--- src/rtl/prax_pkg.sv ---
// prax_pkg: types, codes and helpers shared by the panel realign/axpy block.
// No dependencies; used by prax_fmul, prax_fadd and panel_realign_axpy.
package prax_pkg;

    localparam int PANEL_ROWS = 4;
    localparam int COL_WORDS  = 2 * PANEL_ROWS - 1;

    localparam logic [31:0] QNAN_BITS     = 32'h7FC0_0000;
    localparam logic [31:0] NEG_ZERO_BITS = 32'h8000_0000;
    localparam logic [31:0] ONE_BITS      = 32'h3F80_0000;

    // configuration register indexes
    localparam logic [1:0] REG_MODE       = 2'd0;
    localparam logic [1:0] REG_ALPHA      = 2'd1;
    localparam logic [1:0] REG_ROW_OFFSET = 2'd2;
    localparam logic [1:0] REG_ROWS_USED  = 2'd3;

    // mode codes
    localparam logic [1:0] MODE_COPY  = 2'd0;
    localparam logic [1:0] MODE_SCALE = 2'd1;
    localparam logic [1:0] MODE_ADD   = 2'd2;

    typedef enum logic [1:0] {
        SEL_DEST = 2'd0,
        SEL_A    = 2'd1,
        SEL_FPU  = 2'd2
    } t_lane_sel;

    typedef struct packed {
        logic [31:0] upper_0;
        logic [31:0] upper_1;
        logic [31:0] upper_2;
        logic [31:0] upper_3;
        logic [31:0] lower_0;
        logic [31:0] lower_1;
        logic [31:0] lower_2;
        logic [31:0] dest_0;
        logic [31:0] dest_1;
        logic [31:0] dest_2;
        logic [31:0] dest_3;
        logic        column_last;
    } t_in_item;

    typedef struct packed {
        logic [31:0] result_0;
        logic [31:0] result_1;
        logic [31:0] result_2;
        logic [31:0] result_3;
        logic        result_last;
    } t_out_item;

    // sideband that travels with each column through the float pipeline
    typedef struct packed {
        logic                             last;
        logic                             scale;
        t_lane_sel [PANEL_ROWS-1:0]       sel;
        logic [PANEL_ROWS-1:0][31:0]      a;
        logic [PANEL_ROWS-1:0][31:0]      dest;
    } t_side;

    // leading zero count, MSB first; value of no meaning for zero input
    function automatic logic [5:0] lzc48(input logic [47:0] v);
        logic [5:0] n;
        n = '0;
        for (int i = 0; i < 48; i++) begin
            if (v[i]) n = 6'(47 - i);
        end
        return n;
    endfunction

endpackage

--- src/rtl/prax_fmul.sv ---
// prax_fmul: four-stage IEEE-754 single multiplier, round to nearest even,
// subnormals kept, NaN results canonical. Depends on prax_pkg.
module prax_fmul import prax_pkg::*; (
    input  logic        i_clk,
    input  logic [31:0] i_a,
    input  logic [31:0] i_b,
    output logic [31:0] o_p
);

    // stage 1: unpack and multiply
    logic [7:0]  ea, eb;
    logic [23:0] ma, mb;
    logic        nan_a, nan_b, inf_a, inf_b, zero_a, zero_b;

    logic [47:0]       r1_prod;
    logic signed [9:0] r1_exp;
    logic              r1_sign, r1_nan, r1_inf;

    always_comb begin
        ea     = i_a[30:23];
        eb     = i_b[30:23];
        ma     = {ea != 8'd0, i_a[22:0]};
        mb     = {eb != 8'd0, i_b[22:0]};
        nan_a  = (ea == 8'hFF) && (i_a[22:0] != 23'd0);
        nan_b  = (eb == 8'hFF) && (i_b[22:0] != 23'd0);
        inf_a  = (ea == 8'hFF) && (i_a[22:0] == 23'd0);
        inf_b  = (eb == 8'hFF) && (i_b[22:0] == 23'd0);
        zero_a = (i_a[30:0] == 31'd0);
        zero_b = (i_b[30:0] == 31'd0);
    end

    always_ff @(posedge i_clk) begin
        r1_prod <= ma * mb;
        r1_exp  <= $signed({2'b00, (ea == 8'd0) ? 8'd1 : ea})
                 + $signed({2'b00, (eb == 8'd0) ? 8'd1 : eb}) - 10'sd126;
        r1_sign <= i_a[31] ^ i_b[31];
        r1_nan  <= nan_a | nan_b | (inf_a & zero_b) | (inf_b & zero_a);
        r1_inf  <= inf_a | inf_b;
    end

    // stage 2: normalize left
    logic [5:0]        lz;
    logic [47:0]       r2_mant;
    logic signed [9:0] r2_exp;
    logic              r2_sign, r2_nan, r2_inf, r2_zero;

    assign lz = lzc48(r1_prod);

    always_ff @(posedge i_clk) begin
        r2_mant <= r1_prod << lz;
        r2_exp  <= r1_exp - $signed({4'b0000, lz});
        r2_sign <= r1_sign;
        r2_nan  <= r1_nan;
        r2_inf  <= r1_inf;
        r2_zero <= (r1_prod == 48'd0);
    end

    // stage 3: denormalize on underflow, form guard and sticky
    logic [5:0]        sh;
    logic signed [9:0] sh_full;
    logic [95:0]       wide;
    logic [23:0]       r3_m;
    logic [7:0]        r3_ef;
    logic              r3_g, r3_s, r3_ovf, r3_sign, r3_nan, r3_inf, r3_zero;

    always_comb begin
        sh_full = 10'sd1 - r2_exp;
        if (r2_exp > 10'sd0)       sh = 6'd0;
        else if (r2_exp < -10'sd61) sh = 6'd63;
        else                       sh = sh_full[5:0];
        wide = {r2_mant, 48'd0} >> sh;
    end

    always_ff @(posedge i_clk) begin
        r3_m    <= wide[95:72];
        r3_g    <= wide[71];
        r3_s    <= |wide[70:0];
        r3_ef   <= (r2_exp > 10'sd0) ? r2_exp[7:0] : 8'd0;
        r3_ovf  <= (r2_exp > 10'sd254);
        r3_sign <= r2_sign;
        r3_nan  <= r2_nan;
        r3_inf  <= r2_inf;
        r3_zero <= r2_zero;
    end

    // stage 4: round and pack
    logic [30:0] packed_mag;
    logic        inc;

    always_comb begin
        inc        = r3_g & (r3_s | r3_m[0]);
        packed_mag = {r3_ef, r3_m[22:0]} + {30'd0, inc};
    end

    always_ff @(posedge i_clk) begin
        if (r3_nan)                o_p <= QNAN_BITS;
        else if (r3_inf || r3_ovf) o_p <= {r3_sign, 8'hFF, 23'd0};
        else if (r3_zero)          o_p <= {r3_sign, 31'd0};
        else                       o_p <= {r3_sign, packed_mag};
    end

endmodule

--- config.mk ---
export PLATFORM = sky130hd
export DESIGN_NAME = prax_fmul
export DESIGN_NICKNAME = d
export VERILOG_FILES = /design/src/rtl/prax_pkg.sv /design/src/rtl/prax_fmul.sv
export SDC_FILE = /design/constraint.sdc
export NUM_CORES = 2
export LEC_CHECK = 0
export BUFFER_PORTS_ARGS = -buffer_cell sky130_fd_sc_hd__buf_2
export CORE_MARGIN = 2
export CORE_UTILIZATION = 43
export DETAILED_ROUTE_END_ITERATION = 7
export PLACE_DENSITY = 0.62
export SYNTH_ARGS = -nofsm -noshare
export SYNTH_HDL_FRONTEND = slang
export SYNTH_SLANG_ARGS = --single-unit
--- constraint.sdc ---
create_clock -name i_clk -period 20.1 [get_ports i_clk]
set_input_delay 1.005 -clock i_clk [delete_from_list [all_inputs] [get_ports i_clk]]
set_output_delay 1.005 -clock i_clk [all_outputs]
set_load 0.01 [all_outputs]
==> impl_metrics.sql <==
INSERT INTO impl_metrics (metric_group, metric, value, unit) VALUES
('cells_and_area', 'antenna-diode-count', '0', ''),
('timing', 'slew_headroom', '19.4', '%'),
('route', 'post_drt_wl_per_cell', '20.2', 'µm'),
('cells_and_area', 'mostFrequentLayoutCells', 'inv_1, nand2_1, fa_1', ''),
('hold_path', 'worst_min_delay_path_class', 'reg -> reg', ''),
('hold_path', 'whs_endpoint', 'r3_sign$_DFF_P_', ''),
('timing', 'rsz_0062_raised_after_global_routing', 'no', ''),
('floorplan', 'die_w', '274', 'µm'),
('worst_setup_path', 'crit_path_end_kind', 'flip-flop', ''),
('yosys', 'synth.avg_cell_area', '8.42', 'µm²'),
('cells_and_area', 'layout-drive-gt1-share', '6.59', '%'),
('clock_tree', 'htree_levels', '4', ''),
('status', 'outcome', 'finished clean', ''),
('yosys', 'synth-warning-count', '0', ''),
('timing', 'clock_skew', '0.0187', 'ns'),
('hold_path', 'hold_path_cells', '0', ''),
('worst_setup_path', 'cell_breakdown_of_the_critical_path', 'buf_2, nor4_1, nand2_1, nand2_1, fa_1, fa_1, inv_1, fa_1, inv_1, fa_1, fa_1, fa_1, inv_1, fa_1, ha_1, a2111oi_0, nand3_1, a21oi_1, o31ai_1, a21o_1, o21ai_0, o21ai_0, o41a_1, xor2_1', ''),
('clock_tree', 'post-cts-setup-buffers', '0', ''),
('grt', 'via_count_of_the_first_global_routing_pass', '27000', ''),
('yosys', 'library_cell_occupying_the_most_area_in_the_post_synthesis_netlist', 'fa_1', ''),
('yosys', 'yosys_register_bits', '193', ''),
('hold_path', 'worstHoldStart', 'r2_sign$_DFF_P_', ''),
('clock_tree', 'postCtsResizedCells', '0', ''),
('clock_tree', 'cts_max_path_buffers', '2', ''),
('yosys', 'post_synth_instance_area', '31500', 'µm²'),
('timing', 'layout_worst_path_cycle_share', '45.3', '%'),
('yosys', 'synth-edff-count', '0', ''),
('placement', 'dpl.cell_count', '4603', ''),
('grt', 'grt_antenna_before_repair', '4', ''),
('timing', 'report.final.hold_viol_count', '0', ''),
('yosys', 'yosys.area.top_type_share', '30.8', '%'),
('clock_tree', 'clkSinkCount', '193', ''),
('grt', 'grt_first_pass_wirelength', '150000', 'µm'),
('placement', 'hpwlAfterDp', '71400', 'µm'),
('worst_setup_path', 'r2r_end', 'r2_mant[40]$_DFF_P_', ''),
('worst_setup_path', 'critical_path.slowest_cell', 'nand2_1', ''),
('timing', 'finalCriticalPeriod', '9.11', 'ns'),
('worst_setup_path', 'path_common_cell', 'fa_1', ''),
('worst_setup_path', 'worst-r2r-cell-count', '10', ''),
('timing', 'max_slew.worst_pin.slew', '1.21', 'ns'),
('yosys', 'seq_area_frac_synth', '12.3', '%'),
('cells_and_area', 'final_common_cell', 'inv_1', ''),
('floorplan', 'placementRows', '99', ''),
('job', 'max-cap-violations', '0', ''),
('floorplan', 'die_area', '75300', 'µm²'),
('route', 'first_iter_violations', '2345', ''),
('floorplan', 'boundaryPins', '97', ''),
('floorplan', 'core_region_area', '72700', 'µm²'),
('worst_setup_path', 'critical-path-max-stage-delay', '0.91', 'ns'),
('timing', 'fmaxAchievable', '0.110', 'GHz'),
('yosys', 'async_flop_share', '0', '%'),
('worst_setup_path', 'crit_start', 'i_b[25]', ''),
('route', 'vias', '26500', ''),
('timing', 'slew_violations', '0', ''),
('route', 'drt-vias-per-instance', '5.73', ''),
('clock_tree', 'cts_tree', 'yes', ''),
('worst_setup_path', 'critPathMaxFanout', '26', ''),
('cells_and_area', 'nNetsFinal', '4411', ''),
('worst_setup_path', 'timing.critical_path.buf_inv', '4', ''),
('worst_setup_path', 'reg2reg_setup_slack', '15.16', 'ns'),
('worst_setup_path', 'worst-setup-path-type', 'in -> reg', ''),
('yosys', 'synth_cells', '3736', ''),
('placement', 'io_buffer_count', '96', ''),
('timing', 'worst_hold_slack', '0.329', 'ns'),
('timing', 'setup_tns', '0', 'ns'),
('worst_setup_path', 'worst_setup_path_start_kind', 'input port', ''),
('clock_tree', 'clock-root-buffer', 'clkbuf_16', ''),
('clock_tree', 'clk_latency', '0.47', 'ns'),
('placement', 'gp_congestion', '0.974', ''),
('route', 'detail-route-antenna-nets', '0', ''),
('clock_tree', 'cts_hold_repair.buffers', '0', '');
layout make-up:
| type | instances | area (µm²) |
|---|---|---|
| clock buffer | 21 | 470 |
| clock inverter | 10 | 116 |
| fill | 7183 | 39600 |
| inverter | 558 | 2090 |
| multi-input combinational | 2763 | 24600 |
| sequential | 193 | 3860 |
| tap | 959 | 1200 |
| timing repair buffer | 130 | 736 |
flip-flops by register name (all words and copies together) (netlist names):
signal   count
r3_inf       1
r1_inf       1
r2_sign      1
r3_ovf       1
r3_nan       1
r3_s         1
r1_sign      1
r3_m        23
r2_zero      1
r3_zero      1
r2_inf       1
o_p         32
r2_exp      10
r3_sign      1
r1_prod     48
r3_g         1
r3_ef        8
r1_exp      10
r1_nan       1
r2_mant     48
r2_nan       1
worst register-to-register path, cell delays in order, from the launching register on:
cell       delay [ns]
dfxtp_1          0.52
a21oi_1          0.07
o21ai_1          0.37
nand2b_1         0.93
o21ai_1          0.55
buf_4            0.33
a211oi_1         0.75
o2bb2ai_1        0.16
a221oi_1         0.42
o32a_1           0.31
o221ai_1         0.30
Yosys cell counts (36+ instances only):
cell and n:
mux2i_1 67, dfxtp_1 193, o21ai_0 107, o211ai_1 40
a211oi_1 41, nand2_1 524, a21oi_1 118, xor2_1 41
ha_1 199, fa_1 484, inv_1 554, xnor2_1 43
nor3_1 48, nand3_1 90, nor2_1 199, clkbuf_1 189
a21o_1 36, and2_1 229
kinds of logic (layout without fill, tap and decap cells):
group           count (synthesis)  after routing  share of synthesized area, %
buf+inv                       780            719                          9.51
flops                         193            193                          12.3
xor+xnor                       84             84                          2.34
compound gates                638            638                          14.3
simple gates                 1255           1255                          19.0
mux                           103            103                          3.89
fa+ha+maj                     683            683                          38.7
how the worst max path moves through the flow:
stage / to / slack (ns) / depth (start not counted)
detailed placement: r1_prod[44]$_DFF_P_ / 10.52 / 24
CTS: r1_prod[44]$_DFF_P_ / 11.00 / 24
floorplan: r1_prod[47]$_DFF_P_ / 12.30 / 25
global route: r1_prod[44]$_DFF_P_ / 10.65 / 24
global placement: r1_prod[44]$_DFF_P_ / 10.71 / 24
finish: r1_prod[44]$_DFF_P_ / 10.99 / 24
metrics by stage:
step           area (µm²)  utilization [%]
2_1_floorplan       31500                -
3_3_place_gp        32500             44.7
3_5_place_dp        32500             44.7
4_1_cts             33100             45.6
5_1_grt             33100             45.6
6_report            33100             45.6
layer usage:
layer	routed length, µm	global-route usage (%)	vias to the layer above
met4	3250	9.31	2
met1	39600	33.1	13100
met3	6370	3.92	216
li1	-	-	12100
met2	44500	42.5	1060
met5	13	0	-
Power is not shown: default switching activity piles up to over one toggle a cycle in this logic, so the estimate is an artifact.
