$ cat src/rtl/prax_pkg.sv
// prax_pkg: types, codes and helpers shared by the panel realign/axpy block.
// No dependencies; used by prax_fmul, prax_fadd and panel_realign_axpy.
package prax_pkg;

    localparam int PANEL_ROWS = 4;
    localparam int COL_WORDS  = 2 * PANEL_ROWS - 1;

    localparam logic [31:0] QNAN_BITS     = 32'h7FC0_0000;
    localparam logic [31:0] NEG_ZERO_BITS = 32'h8000_0000;
    localparam logic [31:0] ONE_BITS      = 32'h3F80_0000;

    // configuration register indexes
    localparam logic [1:0] REG_MODE       = 2'd0;
    localparam logic [1:0] REG_ALPHA      = 2'd1;
    localparam logic [1:0] REG_ROW_OFFSET = 2'd2;
    localparam logic [1:0] REG_ROWS_USED  = 2'd3;

    // mode codes
    localparam logic [1:0] MODE_COPY  = 2'd0;
    localparam logic [1:0] MODE_SCALE = 2'd1;
    localparam logic [1:0] MODE_ADD   = 2'd2;

    typedef enum logic [1:0] {
        SEL_DEST = 2'd0,
        SEL_A    = 2'd1,
        SEL_FPU  = 2'd2
    } t_lane_sel;

    typedef struct packed {
        logic [31:0] upper_0;
        logic [31:0] upper_1;
        logic [31:0] upper_2;
        logic [31:0] upper_3;
        logic [31:0] lower_0;
        logic [31:0] lower_1;
        logic [31:0] lower_2;
        logic [31:0] dest_0;
        logic [31:0] dest_1;
        logic [31:0] dest_2;
        logic [31:0] dest_3;
        logic        column_last;
    } t_in_item;

    typedef struct packed {
        logic [31:0] result_0;
        logic [31:0] result_1;
        logic [31:0] result_2;
        logic [31:0] result_3;
        logic        result_last;
    } t_out_item;

    // sideband that travels with each column through the float pipeline
    typedef struct packed {
        logic                             last;
        logic                             scale;
        t_lane_sel [PANEL_ROWS-1:0]       sel;
        logic [PANEL_ROWS-1:0][31:0]      a;
        logic [PANEL_ROWS-1:0][31:0]      dest;
    } t_side;

    // leading zero count, MSB first; value of no meaning for zero input
    function automatic logic [5:0] lzc48(input logic [47:0] v);
        logic [5:0] n;
        n = '0;
        for (int i = 0; i < 48; i++) begin
            if (v[i]) n = 6'(47 - i);
        end
        return n;
    endfunction

endpackage

$ cat src/rtl/prax_fadd.sv
// prax_fadd: four-stage IEEE-754 single adder, round to nearest even,
// subnormals kept, NaN results canonical. Depends on prax_pkg.
module prax_fadd import prax_pkg::*; (
    input  logic        i_clk,
    input  logic [31:0] i_x,
    input  logic [31:0] i_y,
    output logic [31:0] o_s
);

    // stage 1: order by magnitude, flag specials
    logic        swap;
    logic [31:0] big, sml;
    logic [7:0]  eb_eff, es_eff;
    logic        nan_x, nan_y, inf_x, inf_y;

    logic [23:0] r1_mb, r1_ms;
    logic [7:0]  r1_eb, r1_d;
    logic        r1_sign, r1_sub, r1_nan, r1_inf, r1_isign, r1_zsign;

    always_comb begin
        swap   = i_y[30:0] > i_x[30:0];
        big    = swap ? i_y : i_x;
        sml    = swap ? i_x : i_y;
        eb_eff = (big[30:23] == 8'd0) ? 8'd1 : big[30:23];
        es_eff = (sml[30:23] == 8'd0) ? 8'd1 : sml[30:23];
        nan_x  = (i_x[30:23] == 8'hFF) && (i_x[22:0] != 23'd0);
        nan_y  = (i_y[30:23] == 8'hFF) && (i_y[22:0] != 23'd0);
        inf_x  = (i_x[30:23] == 8'hFF) && (i_x[22:0] == 23'd0);
        inf_y  = (i_y[30:23] == 8'hFF) && (i_y[22:0] == 23'd0);
    end

    always_ff @(posedge i_clk) begin
        r1_mb    <= {big[30:23] != 8'd0, big[22:0]};
        r1_ms    <= {sml[30:23] != 8'd0, sml[22:0]};
        r1_eb    <= eb_eff;
        r1_d     <= eb_eff - es_eff;
        r1_sign  <= big[31];
        r1_sub   <= i_x[31] ^ i_y[31];
        r1_nan   <= nan_x | nan_y | (inf_x & inf_y & (i_x[31] ^ i_y[31]));
        r1_inf   <= inf_x | inf_y;
        r1_isign <= inf_x ? i_x[31] : i_y[31];
        r1_zsign <= i_x[31] & i_y[31];
    end

    // stage 2: align smaller operand, add or subtract
    logic [4:0]  dc;
    logic [57:0] al_wide;
    logic [26:0] al;

    logic [27:0] r2_sum;
    logic [7:0]  r2_exp;
    logic        r2_sign, r2_nan, r2_inf, r2_isign, r2_zsign;

    always_comb begin
        dc      = (r1_d > 8'd31) ? 5'd31 : r1_d[4:0];
        al_wide = {r1_ms, 34'd0} >> dc;
        al      = {al_wide[57:32], al_wide[31] | (|al_wide[30:0])};
    end

    always_ff @(posedge i_clk) begin
        r2_sum   <= r1_sub ? ({1'b0, r1_mb, 3'd0} - {1'b0, al})
                           : ({1'b0, r1_mb, 3'd0} + {1'b0, al});
        r2_exp   <= r1_eb;
        r2_sign  <= r1_sign;
        r2_nan   <= r1_nan;
        r2_inf   <= r1_inf;
        r2_isign <= r1_isign;
        r2_zsign <= r1_zsign;
    end

    // stage 3: normalize, stop at the subnormal boundary
    logic [5:0]  lz, shamt;
    logic [26:0] n;
    logic [8:0]  e;

    logic [23:0] r3_m;
    logic [7:0]  r3_ef;
    logic        r3_g, r3_s, r3_ovf, r3_zero;
    logic        r3_sign, r3_nan, r3_inf, r3_isign, r3_zsign;

    always_comb begin
        lz = lzc48({r2_sum[26:0], 21'd0});
        if (r2_sum[27]) begin
            n     = {r2_sum[27:2], r2_sum[1] | r2_sum[0]};
            e     = {1'b0, r2_exp} + 9'd1;
            shamt = 6'd0;
        end else begin
            shamt = ({3'd0, lz} < {1'b0, r2_exp} - 9'd1) ? lz
                                                          : 6'(r2_exp - 8'd1);
            n     = r2_sum[26:0] << shamt;
            e     = {1'b0, r2_exp} - {3'd0, shamt};
        end
    end

    always_ff @(posedge i_clk) begin
        r3_m     <= n[26:3];
        r3_g     <= n[2];
        r3_s     <= |n[1:0];
        r3_ef    <= n[26] ? e[7:0] : 8'd0;
        r3_ovf   <= (e > 9'd254);
        r3_zero  <= (r2_sum == 28'd0);
        r3_sign  <= r2_sign;
        r3_nan   <= r2_nan;
        r3_inf   <= r2_inf;
        r3_isign <= r2_isign;
        r3_zsign <= r2_zsign;
    end

    // stage 4: round and pack
    logic [30:0] packed_mag;
    logic        inc;

    always_comb begin
        inc        = r3_g & (r3_s | r3_m[0]);
        packed_mag = {r3_ef, r3_m[22:0]} + {30'd0, inc};
    end

    always_ff @(posedge i_clk) begin
        if (r3_nan)       o_s <= QNAN_BITS;
        else if (r3_inf)  o_s <= {r3_isign, 8'hFF, 23'd0};
        else if (r3_ovf)  o_s <= {r3_sign, 8'hFF, 23'd0};
        else if (r3_zero) o_s <= {r3_zsign, 31'd0};
        else              o_s <= {r3_sign, packed_mag};
    end

endmodule

$ cat config.mk
export PLATFORM = sky130hd
export DESIGN_NAME = prax_fadd
export DESIGN_NICKNAME = d
export VERILOG_FILES = /design/src/rtl/prax_pkg.sv /design/src/rtl/prax_fadd.sv
export SDC_FILE = /design/constraint.sdc
export NUM_CORES = 1
export LEC_CHECK = 0
export BUFFER_PORTS_ARGS = -buffer_cell sky130_fd_sc_hd__buf_4
export CORE_MARGIN = 1.5
export CORE_UTILIZATION = 40
export DETAILED_ROUTE_END_ITERATION = 10
export PLACE_DENSITY = 0.53
export SYNTH_ARGS = -nofsm -noshare
export SYNTH_HDL_FRONTEND = slang
export SYNTH_SLANG_ARGS = --single-unit
$ cat constraint.sdc
create_clock -name i_clk -period 6.8 [get_ports i_clk]
set_input_delay 0.34 -clock i_clk [delete_from_list [all_inputs] [get_ports i_clk]]
set_output_delay 0.34 -clock i_clk [all_outputs]
set_load 0.1 [all_outputs]
==> results of run 1 <==
area by class of cell:
class	count	area, um2	share of cell area (%)
flip-flops and latches	183	3664	23.67
repair buffers	127	953.4	6.159
well taps	448	560.5	3.621
clock buffers	18	439.2	2.837
clock inverters	14	173.9	1.124
inverters	113	424.2	2.740
multi-input cells	1327	9265	59.85
per-stage QoR:
stage,power [mW],utilization (%)
finish,6.242,46.05
floorplan,4.236,-
detailed placement,5.215,44.23
global route,6.600,46.05
CTS,6.239,46.05
global placement,5.227,44.23
worst register-to-register path, delay by kind of cell, from the launching register on:
kind	cells	cell delay, ns
AO/OA/AOI/OAI	16	3.59
XOR/XNOR	1	0.10
adder cells (fa/ha/maj)	3	0.76
buffers and inverters	2	0.12
flip-flops	1	0.50
AND/OR/NAND/NOR	3	0.65
power groups by stage:
stage                     combinational, mW  sequential (mW)  clock, mW
after floorplan                        1.95             2.29          0
after global placement                 3.36             1.87          0
after detailed placement               3.34             1.87          0
after CTS                              3.36             1.85       1.03
after global routing                   3.64             1.89       1.07
final                                  3.39             1.85       1.00
layer usage:
metal,vias up,global-route usage (%)
met5,-,0
met4,0,9.354
met3,74,3.893
met2,482,40.14
met1,6017,33.77
li1,6293,-
kinds of logic after synthesis:
family	share of synthesized area, %
DFF	26.71
AOI/OAI and AO/OA	22.04
adders and majority gates	10.01
and+or+nand+nor	20.20
muxes	10.34
xor gates and xnor gates	4.661
buffers and inverters	6.038
worst min-delay path by stage:
stage	from	endpoint	slack [ns]
after floorplan	r1_eb[0]$_DFF_P_	r2_exp[0]$_DFF_P_	0.31
after global placement	r2_isign$_DFF_P_	r3_isign$_DFF_P_	0.31
after detailed placement	r1_eb[3]$_DFF_P_	r2_exp[3]$_DFF_P_	0.31
after CTS	i_y[20]	r1_mb[20]$_DFF_P_	0.12
after global routing	i_y[20]	r1_mb[20]$_DFF_P_	0.13
final	i_y[20]	r1_mb[20]$_DFF_P_	0.13
Yosys cell counts, types with 16 or more instances:
cell	number
xor2_1	38
mux2_2	48
nor4_1	29
nor2_1	148
clkbuf_1	54
inv_1	110
nand2b_1	34
nand3_1	51
ha_1	105
o21ai_0	116
and3_1	16
a21o_1	28
nand4_1	22
nor2b_1	16
a21oi_1	104
mux2i_1	81
xnor2_1	35
dfxtp_1	183
o211ai_1	17
nand2_1	151
nor3_1	35
a211oi_1	18
flip-flops by register name (all words and copies together), names as in the netlist, 8 cells and up:
signal / cells
r1_d: 8
r3_m: 23
r1_ms: 24
r2_sum: 28
r2_exp: 8
r3_ef: 8
o_s: 32
r1_mb: 24
r1_eb: 8
==> run_results.csv, run 1 <==
group,metric,value,unit
status,outcome,"complete, no violations",
finish,drive_above_1_share,13.80,%
sta,fmax,0.1706,GHz
floorplanning,start_util,40.81,%
routing,via_per_inst,5.770,
clock_tree,clock_latency,0.45,ns
finish,num_antenna_cells,0,
routing,maxUsedRoutingLayer,"met4",
finish,area_delta_synth_final,12.84,%
power_and_ir_drop,switching_share,50.44,%
power_and_ir_drop,seqPwrFrac,29.6,%
synthesis,yosys_warnings,0,
synthesis,ys_types,94,
clock_tree,clk_path_buf_depth,2,
floorplanning,core-area,33620,um2
sta,period_needed,5.862,ns
finish,finalInstanceArea,15480,um2
setup_path,cp_top_family,"compound AO/OA/AOI/OAI gates",
clock_tree,numCtsBuffers,17,
synthesis,async_reset_ff_share,0,%
clock_tree,cts_resized,0,
routing,met2_length,20230,um
power_and_ir_drop,p_sw,3.148,mW
global_route,antenna_found_initial,3,
synthesis,synth_ff_type,"dfxtp_1",
sta,finalCritPeriodShare,86.21,%
synthesis,syn_area_per_cell,8.022,um2
power_and_ir_drop,intPower,3.093,mW
synthesis,syn_inst,1710,
setup_path,crit_type,"reg -> reg",
sta,rsz0062_at_grt,"no",
global_route,grt_first_pass_wirelength,69400,um
floorplanning,fp.dieW,188.2,um
synthesis,ys_seq_area_share,26.71,%
finish,final_common_cell,"dfxtp_1",
routing,drtIter0Drc,987,
clock_tree,clock_sinks,183,
global_route,grt_max_degree,82,
clock_tree,cts_hold_buf,0,
synthesis,synth_area_leader_cell,"dfxtp_1",
placement,dpl-instance-area,14870,um2
sta,finalSetupViolCount,0,
routing,wl,44440,um
hold_path,worstHoldPathType,"in -> reg",
setup_path,cp-start-kind,"flop",
finish,nets,1942,
floorplanning,die-area,35420,um2
setup_path,regToRegStartpoint,"r2_sum[0]$_DFF_P_",
placement,io_buffers,96,
power_and_ir_drop,cellPowerDensity,403.2,nW/um2
power_and_ir_drop,power.leakage,6.777,nW
setup_path,critPathLaunch,"r2_sum[0]$_DFF_P_",
routing,vias,12870,
routing,drtPass1Iterations,7,
setup_path,critPathMaxFanout,12,
sta,fin_ws,0.9378,ns
routing,wl_met1,20190,um
sta,hold_viol_final,0,
setup_path,crit_slowest_cell,"a211oi_1",
clock_tree,tritoncts,"done",
clock_tree,htreeDepth,4,
setup_path,crit_end,"r3_ovf$_DFF_P_",
sta,slew_headroom,36.97,%
setup_path,reg2reg_depth,25,
power_and_ir_drop,pwr-share-comb,54.3,%
sta,finalClockSkew,0.01377,ns
sta,holdWs,0.1329,ns
power_and_ir_drop,ir_drop,0.3474,mV
routing,detail-route-antenna-nets,0,
floorplanning,core.rowCount,67,
floorplanning,die-height,188.2,um
placement,place_hpwl,35690,um
setup_path,slowest_delay,0.57,ns
run,cap_violations,0,
synthesis,synth_area,13720,um2
clock_tree,cts_root_buffer,"clkbuf_16",
setup_path,crit_path_end_kind,"flop",
setup_path,worst-path-buf-inv,2,
clock_tree,clk_pin_slew,0.08,ns
sta,slew_violations,0,
finish,nFillCells,3366,
setup_path,worstPathArrival,6.20,ns
global_route,grt_pass1_vias,12140,
setup_path,cp_num_cells,25,
placement,dp_cells,2198,
synthesis,synth_nets,1883,
setup_path,crit_required,7.14,ns
hold_path,min_path_cells,3,
synthesis,synth_top_area_share,26.71,%
synthesis,synth-seq-cells,183,
global_route,grt_overflow,0,
placement,place_congestion,0.9623,
floorplanning,num_io_pins,97,
finish,final_cell_mix,"dfxtp_1, nand2_1, nor2_1",
placement,post-place-ws,1.033,ns
routing,drc,0,
sta,tns,0,ns
synthesis,synth_edf_count,0,
finish,instances_no_fill,2230,
setup_path,r2r_end,"r3_ovf$_DFF_P_",
synthesis,synth_area_leaders,"dfxtp_1, ha_1, mux2i_1",
clock_tree,post_cts_buffers,0,
routing,dr_wl_met3,2752,um
sta,worst_pin_slew,0.9377,ns
routing,wire_per_inst,19.93,um
setup_path,r2r_setup_slack,0.94,ns
power_and_ir_drop,clockPowerShare,16.1,%
global_route,grt_usage,25.01,%
Power figures use the tool's default switching activity.
==> run 2: changes to the inputs <==
--- a/config.mk
+++ b/config.mk
@@ -6,10 +6,12 @@
 export NUM_CORES = 1
 export LEC_CHECK = 0
 export BUFFER_PORTS_ARGS = -buffer_cell sky130_fd_sc_hd__buf_4
+export CELL_PAD_IN_SITES_DETAIL_PLACEMENT = 1
+export CELL_PAD_IN_SITES_GLOBAL_PLACEMENT = 1
 export CORE_MARGIN = 1.5
 export CORE_UTILIZATION = 40
 export DETAILED_ROUTE_END_ITERATION = 10
-export PLACE_DENSITY = 0.53
+export PLACE_DENSITY = 0.68
 export SYNTH_ARGS = -nofsm -noshare
 export SYNTH_HDL_FRONTEND = slang
 export SYNTH_SLANG_ARGS = --single-unit
==> run_results.csv, run 2 (synthesis gave the netlist of run 1 again) <==
group,metric,value,unit
hold_path,whs_endpoint,"r1_mb[14]$_DFF_P_",
clock_tree,cts_root_buffer,"clkbuf_16",
routing,wire_per_inst,20.96,um
sta,slew_violations,0,
finish,final_cell_mix,"dfxtp_1, nand2_1, nor2_1",
setup_path,crit_path_end_kind,"flop",
routing,detail-route-antenna-nets,0,
hold_path,hp-start,"i_y[14]",
sta,period_needed,5.870,ns
setup_path,r2r_setup_slack,0.93,ns
global_route,grt_first_pass_wirelength,73750,um
hold_path,min_path_cells,3,
clock_tree,tritoncts,"done",
power_and_ir_drop,cellPowerDensity,405.3,nW/um2
finish,finalInstanceArea,15520,um2
global_route,grt_overflow,0,
clock_tree,clk_pin_slew,0.09,ns
finish,top_regs,"o_s: 32 flops, r2_sum: 28 flops",
setup_path,cp-start-kind,"flop",
setup_path,crit_top_cell,"a21oi_1",
setup_path,crit_slowest_cell,"a2111oi_0",
finish,largest_reg_flops,32,
floorplanning,core.rowCount,67,
setup_path,crit_chain,"buf_4 -> mux2_2 -> a2111oi_0 -> o211ai_1 -> nor4_1 -> a31oi_1 -> o31ai_2 -> nand2b_2 -> inv_1 -> ha_1 -> nand2b_1 -> a21oi_1 -> o21ai_0 -> a211o_1 -> a21oi_1 -> o31ai_1 -> a21oi_1 -> a21o_1 -> nand3_1 -> and3_1 -> a211oi_1 -> xnor2_1",
setup_path,critPathLaunch,"r1_d[0]$_DFF_P_",
sta,finalCritPeriodShare,86.32,%
finish,nets,1943,
status,outcome,"complete, no violations",
setup_path,critPathMaxFanout,30,
setup_path,worst-path-buf-inv,2,
power_and_ir_drop,ir_drop,0.2899,mV
power_and_ir_drop,power.leakage,6.796,nW
placement,place_congestion,0.8976,
clock_tree,htreeDepth,4,
finish,largest_register,"o_s",
routing,drc,0,
sta,hold_viol_final,0,
clock_tree,clock_sinks,183,
floorplanning,die-height,188.2,um
setup_path,slowest_delay,0.80,ns
finish,final_common_cell,"dfxtp_1",
finish,multiInputGateArea,9271,um2
sta,tns,0,ns
floorplanning,die-area,35420,um2
floorplanning,core-area,33620,um2
routing,drtPass1Iterations,5,
setup_path,r2r_end,"r2_sum[24]$_DFF_P_",
finish,instances_no_fill,2232,
sta,worst_pin_slew,1.027,ns
routing,wl,46780,um
sta,rsz0062_at_grt,"no",
global_route,grt_pass1_vias,13000,
setup_path,crit_type,"reg -> reg",
setup_path,reg2reg_depth,22,
setup_path,worstPathArrival,6.27,ns
setup_path,cp_top_family,"compound AO/OA/AOI/OAI gates",
run,cap_violations,0,
finish,nFillCells,4052,
finish,drive_above_1_share,13.91,%
finish,area_delta_synth_final,13.11,%
sta,fmax,0.1704,GHz
placement,io_buffers,96,
setup_path,crit_required,7.20,ns
clock_tree,cts_resized,0,
floorplanning,fp.dieW,188.2,um
clock_tree,numCtsBuffers,17,
routing,drtIter0Drc,966,
routing,vias,13130,
floorplanning,num_io_pins,97,
global_route,antenna_found_initial,1,
routing,via_per_inst,5.883,
floorplanning,start_util,40.81,%
sta,finalClockSkew,0.01556,ns
global_route,grt_usage,26.44,%
clock_tree,clock_latency,0.46,ns
sta,slew_headroom,30.99,%
placement,place_hpwl,36930,um
hold_path,worstHoldPathType,"in -> reg",
global_route,grt_max_degree,70,
sta,finalSetupViolCount,0,
clock_tree,clk_path_buf_depth,2,
clock_tree,post_cts_buffers,0,
placement,dp_cells,2199,
placement,dpl-instance-area,14890,um2
setup_path,regToRegStartpoint,"r1_d[0]$_DFF_P_",
clock_tree,cts_hold_buf,0,
finish,area.sequential,3664,um2
[run 2: changes by cell type in the layout (fill, tap and decap cells not counted)]
cell        before  now
inv_6            1    4
clkinv_8         4    6
clkinvlp_4       3    1
inv_8            4    2
buf_12           0    1
clkbuf_8         1    0
diode_2          0    1
nor4_1          28   27
nor4_2           2    3
[run 2: how the worst max path moves through the flow]
stage	endpoint	cells after the start
floorplan	r3_ovf$_DFF_P_	26
global placement	r2_sum[25]$_DFF_P_	23
detailed placement	r2_sum[25]$_DFF_P_	23
CTS	r2_sum[25]$_DFF_P_	23
global route	r3_ovf$_DFF_P_	25
finish	r2_sum[24]$_DFF_P_	22
[run 2: stage by stage]
stage                     total power, mW  utilization [%]  setup slack [ns]  hold slack (ns)
after global routing                6.672            46.15            0.4232           0.1187
after global placement              5.199            44.30             1.190           0.3103
final                               6.288            46.16            0.9302           0.1242
after detailed placement            5.238            44.30             1.069           0.3135
after floorplan                     4.236                -             1.514           0.3096
after CTS                           6.297            46.15             1.011           0.1012
[run 2: tightest hold or removal path, stage by stage]
cell and delay (ns):
buf_4 0.10, nand2_1 0.04, o21ai_0 0.06
[run 2: final cells by class]
| cell class | count | area share, % |
|---|---|---|
| Inverter | 113 | 2.734 |
| Multi-Input combinational cell | 1327 | 59.75 |
| Antenna cell | 1 | 0.01613 |
| Sequential cell | 183 | 23.61 |
| Clock buffer | 17 | 2.742 |
| Clock inverter | 15 | 1.258 |
| Tap cell | 448 | 3.613 |
| Timing Repair Buffer | 128 | 6.274 |
[run 2: where the power goes]
part | total (mW) | switching (mW) | leakage, nW | internal (mW)
logic | 3.45 | 2.28 | 4.96 | 1.17
clock network | 1.03 | 0.522 | 0.296 | 0.505
registers | 1.81 | 0.392 | 1.54 | 1.42
[run 2: per-layer routing]
layer | GRT usage, % | share of wire (%) | wire length (um) | up-vias
met3 | 3.557 | 5.3 | 2495 | 47
met5 | 0 | 0 | 0 | -
met4 | 8.062 | 2.0 | 937 | 0
li1 | - | - | - | 6296
met2 | 42.00 | 45 | 21020 | 368
met1 | 37.08 | 48 | 22330 | 6420
